<file path="src/rtl/sequential_list_store_assert.svh">
// assertion macros for the sequential list store
`ifndef SEQUENTIAL_LIST_STORE_ASSERT_SVH
`define SEQUENTIAL_LIST_STORE_ASSERT_SVH

// antecedent implies consequent in the same cycle
`define SLS_ASSERT_NOW(lbl, ante, cons, msg) \
   lbl: assert property (@(posedge clock) disable iff (reset) (ante) |-> (cons)) else $error(msg);

// antecedent implies consequent in the next cycle
`define SLS_ASSERT_NEXT(lbl, ante, cons, msg) \
   lbl: assert property (@(posedge clock) disable iff (reset) (ante) |=> (cons)) else $error(msg);

`endif

</file>
<file path="src/rtl/sls_pkg.sv">
// shared constants and types for the sequential list store
package sls_pkg;

   localparam int DEPTH = 128;
   localparam int LEN_W = $clog2(DEPTH + 1);
   localparam int IDX_W = $clog2(DEPTH);
   localparam int CMP_W = (LEN_W > 8) ? LEN_W : 8;
   localparam int DATA_W = 32;
   localparam int POS_W = 8;
   localparam int OP_W = 3;
   localparam int ST_W = 2;

   localparam logic [OP_W-1:0] OP_GET    = 3'd0;
   localparam logic [OP_W-1:0] OP_LOCATE = 3'd1;
   localparam logic [OP_W-1:0] OP_INSERT = 3'd2;
   localparam logic [OP_W-1:0] OP_DELETE = 3'd3;
   localparam logic [OP_W-1:0] OP_CLEAR  = 3'd4;

   localparam logic [ST_W-1:0] ST_OK    = 2'd0;
   localparam logic [ST_W-1:0] ST_RANGE = 2'd1;
   localparam logic [ST_W-1:0] ST_FULL  = 2'd2;

   typedef struct packed {
      logic              shift_up;
      logic              shift_down;
      logic              locate;
      logic [IDX_W-1:0]  slot;
      logic [DATA_W-1:0] value;
      logic [LEN_W-1:0]  length;
   } cmd_type;

   typedef struct packed {
      logic              hit;
      logic [DATA_W-1:0] data;
      logic [IDX_W-1:0]  slot;
   } tok_type;

endpackage

</file>
<file path="src/rtl/sls_cell.sv">
// one list entry: holds a value, shifts with its neighbors, passes the search token on
module sls_cell (
   input  logic                       clock,
   input  logic                       reset,
   input  sls_pkg::cmd_type           cmd,
   input  logic [sls_pkg::IDX_W-1:0]  cell_index,
   input  logic [sls_pkg::DATA_W-1:0] left_data,
   input  logic [sls_pkg::DATA_W-1:0] right_data,
   input  sls_pkg::tok_type           tok_prev,
   output logic [sls_pkg::DATA_W-1:0] data_out,
   output sls_pkg::tok_type           tok_next
);

   logic [sls_pkg::DATA_W-1:0] data_ff;
   logic [sls_pkg::DATA_W-1:0] data_in;
   sls_pkg::tok_type           tok_ff;
   sls_pkg::tok_type           tok_in;
   logic                       match;

   always_comb begin
      if (cmd.shift_up && (cell_index > cmd.slot)) begin
         data_in = left_data;
      end else if (cmd.shift_up && (cell_index == cmd.slot)) begin
         data_in = cmd.value;
      end else if (cmd.shift_down && (cell_index >= cmd.slot)) begin
         data_in = right_data;
      end else begin
         data_in = data_ff;
      end
   end

   always_comb begin
      if (cmd.locate) begin
         match = (data_ff == cmd.value) && (sls_pkg::LEN_W'(cell_index) < cmd.length);
      end else begin
         match = (cell_index == cmd.slot);
      end
      if (tok_prev.hit) begin
         tok_in = tok_prev;
      end else if (match) begin
         tok_in.hit  = 1'b1;
         tok_in.data = data_ff;
         tok_in.slot = cell_index;
      end else begin
         tok_in = tok_prev;
      end
   end

   always_ff @(posedge clock) begin
      data_ff <= data_in;
   end

   always_ff @(posedge clock) begin
      if (reset) begin
         tok_ff <= '0;
      end else begin
         tok_ff <= tok_in;
      end
   end

   assign data_out = data_ff;
   assign tok_next = tok_ff;

endmodule

</file>
<file path="config.mk">
export PLATFORM = sky130hd
export DESIGN_NAME = sls_cell
export DESIGN_NICKNAME = d
export VERILOG_FILES = /design/src/rtl/sequential_list_store_assert.svh /design/src/rtl/sls_pkg.sv /design/src/rtl/sls_cell.sv
export SDC_FILE = /design/constraint.sdc
export NUM_CORES = 1
export LEC_CHECK = 0
export ABC_AREA = 1
export BUFFER_PORTS_ARGS = -buffer_cell sky130_fd_sc_hd__clkbuf_2
export CORE_MARGIN = 8
export CORE_UTILIZATION = 46
export CTS_BUF_LIST = sky130_fd_sc_hd__clkbuf_2 sky130_fd_sc_hd__clkbuf_4 sky130_fd_sc_hd__clkbuf_8
export DETAILED_ROUTE_END_ITERATION = 8
export GPL_ROUTABILITY_DRIVEN = 0
export HOLD_SLACK_MARGIN = 0.06
export MAX_ROUTING_LAYER = met4
export PLACE_DENSITY = 0.82
export SYNTH_ARGS = -nofsm -noshare
export SYNTH_HDL_FRONTEND = slang
export SYNTH_SLANG_ARGS = --single-unit
</file>
<file path="constraint.sdc">
create_clock -name clock -period 2.9 [get_ports clock]
set_clock_uncertainty 0.05 [all_clocks]
set_input_delay 0.435 -clock clock [delete_from_list [all_inputs] [get_ports clock]]
set_output_delay 0.435 -clock clock [all_outputs]
set_load 0.01 [all_outputs]
</file>
==> impl_metrics.toml <==
[synthesis]
synth_area_per_cell_um2 = 6.700
synth_warnings = 0
synth_cell_type_count = 25
synthMuxAreaShare_pct = 0
syn_area_um2 = 4248
synth-seq-area-share_pct = 41.47
synth-simple-area-share_pct = 34.26
synthAdderAreaFrac_pct = 3.829
synth_seq_cells = 72
synth_top_family_by_area = "simple AND/OR/NAND/NOR gates"
synth_xor_area_share_pct = 1.856
synthCells = 634
syn_nets = 810
synth_compound_area_share_pct = 6.333

[sta]
hold_violations = 0
tns_ns = 0
max-slew-margin-rel_pct = 52.06
layout_setup_ws_ns = 0.8614
tightest_slew_ns = 0.7184
rsz0062_at_grt = "no"
holdWs_ns = 0.3053
fmax_mhz = 490.5
setup_viol = 0
period_needed_ns = 2.039
period_share_pct = 70.30
finalMaxSlewViolations = 0

[final_layout]
num_antenna_cells = 0
layout-drive-gt1-share_pct = 30.25
nNetsFinal = 1037
final_cell_mix = "clkbuf_2 (234), nand2_1 (191), nor2_1 (132)"
seqCellArea_um2 = 1762
multi_input_area_um2 = 1966
syn_to_final_growth_pct = 34.67
fin_area_um2 = 5720
final_common_cell = "clkbuf_2"
num-fill-cells = 892

[power_and_ir_drop]
power_uw = 2827
vdd_drop_max_mv = 0.3515
powerDensity_nw_per_um2 = 494.1
p_leak_uw = 0.003433

[worst_setup_path]
cpMostUsedCell = "nand2_1"
arrival_ns = 2.27
criticalPathCategory = "reg2reg"
max_stage_delay_ns = 0.50
endpoint_kind = "flop"
cp_cell_sequence = "nand2_1 > nand2_1 > nor2_1 > nand2_1 > nor2_1 > nand2_1 > nor2_1 > nand2_1 > nand2_1 > nand2_2 > buf_4 > nand2_1 > nand2_1 > nor2_1"
worstPathRequired_ns = 3.14
cp_slowest_cell = "edfxtp_1"
critical_path_peak_fanout = 48
r2r_cells = 14
critPathLaunchType = "flop"

[grt]
grt_use_total_pct = 23.25
grt.met2_usage_pct = 38.82
grt_pass1_wl_um = 22530
grt_antenna_before_repair = 0
grt_pass1_vias = 4383
grt.met3_usage_pct = 4.455
grt.busiest_layer = "met2"
grt.overflow.total = 0
grt_max_degree = 49
use_met1_pct = 27.29

[cts]
cts.sinks = 72
cts_tree = "built"
h-tree-depth = 3
cts_hold_buf = 0
clk_pin_slew_ns = 0.08
root_buffer = "clkbuf_8"
cts_setup_buffers = 0
clk_latency_ns = 0.34
clk_path_buf_depth = 2
cts.repair.resized = 0
cts_buffers = 9

[route]
wl_um = 14580
drt_iter0_drc = 259
drc_errors = 0
dr.pass1.iters = 4
vias = 4586
drtAntennaViolNets = 0
vias_per_cell = 4.694
wl_per_cell_um = 14.93

[outcome]
status = "complete, no violations"

[floorplan]
chipHeight_um = 112.1
die_w_um = 112.1
core_um2 = 9109
num_rows = 35
ios = 235
design.die.area_um2 = 12570
start_util_pct = 46.63

[placed_design]
place_area_um2 = 5495
io_buffer_count = 234
dp_hpwl_um = 12090
place_ws_ns = 0.5496

[hold_path]
hold_path_class = "in2reg"
min_path_cells = 3

[job]
max-cap-violations = 0
[critical path: cells and delay by family, from the launching register on]
family,cells,cell delay [ns]
buffers and inverters,1,0.27
flip-flops,1,0.50
AND/OR/NAND/NOR,13,1.15
[per-stage QoR]
step                      util [%]  instances
after floorplan                  -        634
after global placement       60.33        961
after detailed placement     60.33        961
after CTS                    62.80        977
after global routing         62.80        977
final                        62.80        977
[final cells by class]
class	instances	share of cell area [%]
Multi-Input combinational cell	433	34.36
Clock buffer	11	2.537
Tap cell	111	2.428
Clock inverter	5	1.400
Inverter	100	6.562
Sequential cell	72	30.80
Timing Repair Buffer	245	21.92
[flip-flops by register name, indices dropped and copies added, names as in the netlist]
| signal | flops |
|---|---|
| tok_next | 40 |
| data_out | 32 |
[synthesized netlist by cell type]
library cell	count	area [µm²]
a21oi_1	6	30.03
a31oi_1	32	200.2
buf_1	1	3.750
buf_2	11	55.05
buf_6	3	33.78
clkbuf_1	14	52.55
dfxtp_1	40	800.8
edfxtp_1	32	960.9
ha_1	13	162.7
inv_1	100	375.4
nand2_1	191	716.9
nand2_2	1	6.260
nand3_1	34	170.2
nand3b_1	1	7.510
nand4_1	3	18.77
nor2_1	132	495.5
nor3_1	2	10.01
nor4b_4	1	23.77
o211ai_1	1	7.510
o21ai_0	4	20.02
o21ai_1	1	5.000
o22ai_1	1	6.260
or2_0	1	6.260
xnor2_1	8	70.07
xor2_1	1	8.760
[final timing paths]
path	start	endpoint	slack, ns
worst max register to register	data_out[17]	tok_next[17]	0.86
worst max-delay path	data_out[17]	tok_next[17]	0.86
worst min register to register	data_out[11]	tok_next[18]	0.51
worst min-delay path	tok_prev[39]	tok_next[39]	0.31
[cell families (layout without fill, tap and decap cells)]
kind of cell,Yosys count,in the layout
simple gates,366,366
buf+inv,129,361
flops,72,72
compound gates,45,45
fa+ha+maj,13,13
xor+xnor,9,9
[where the power goes]
group | internal (µW) | total (µW) | switching, µW | leakage (µW)
logic | 273 | 635 | 362 | 0.00268
registers | 1190 | 1290 | 105 | 0.000640
clock network | 517 | 898 | 381 | 0.000111
total | 1980 | 2830 | 848 | 0.00343
[per-layer routing]
| layer | vias up | wire, µm |
|---|---|---|
| met3 | 30 | 998 |
| li1 | 2405 | - |
| met5 | - | 0 |
| met4 | 0 | 395 |
| met1 | 1953 | 6229 |
| met2 | 198 | 6959 |
No activity file was read; power rests on OpenSTA's default activity.
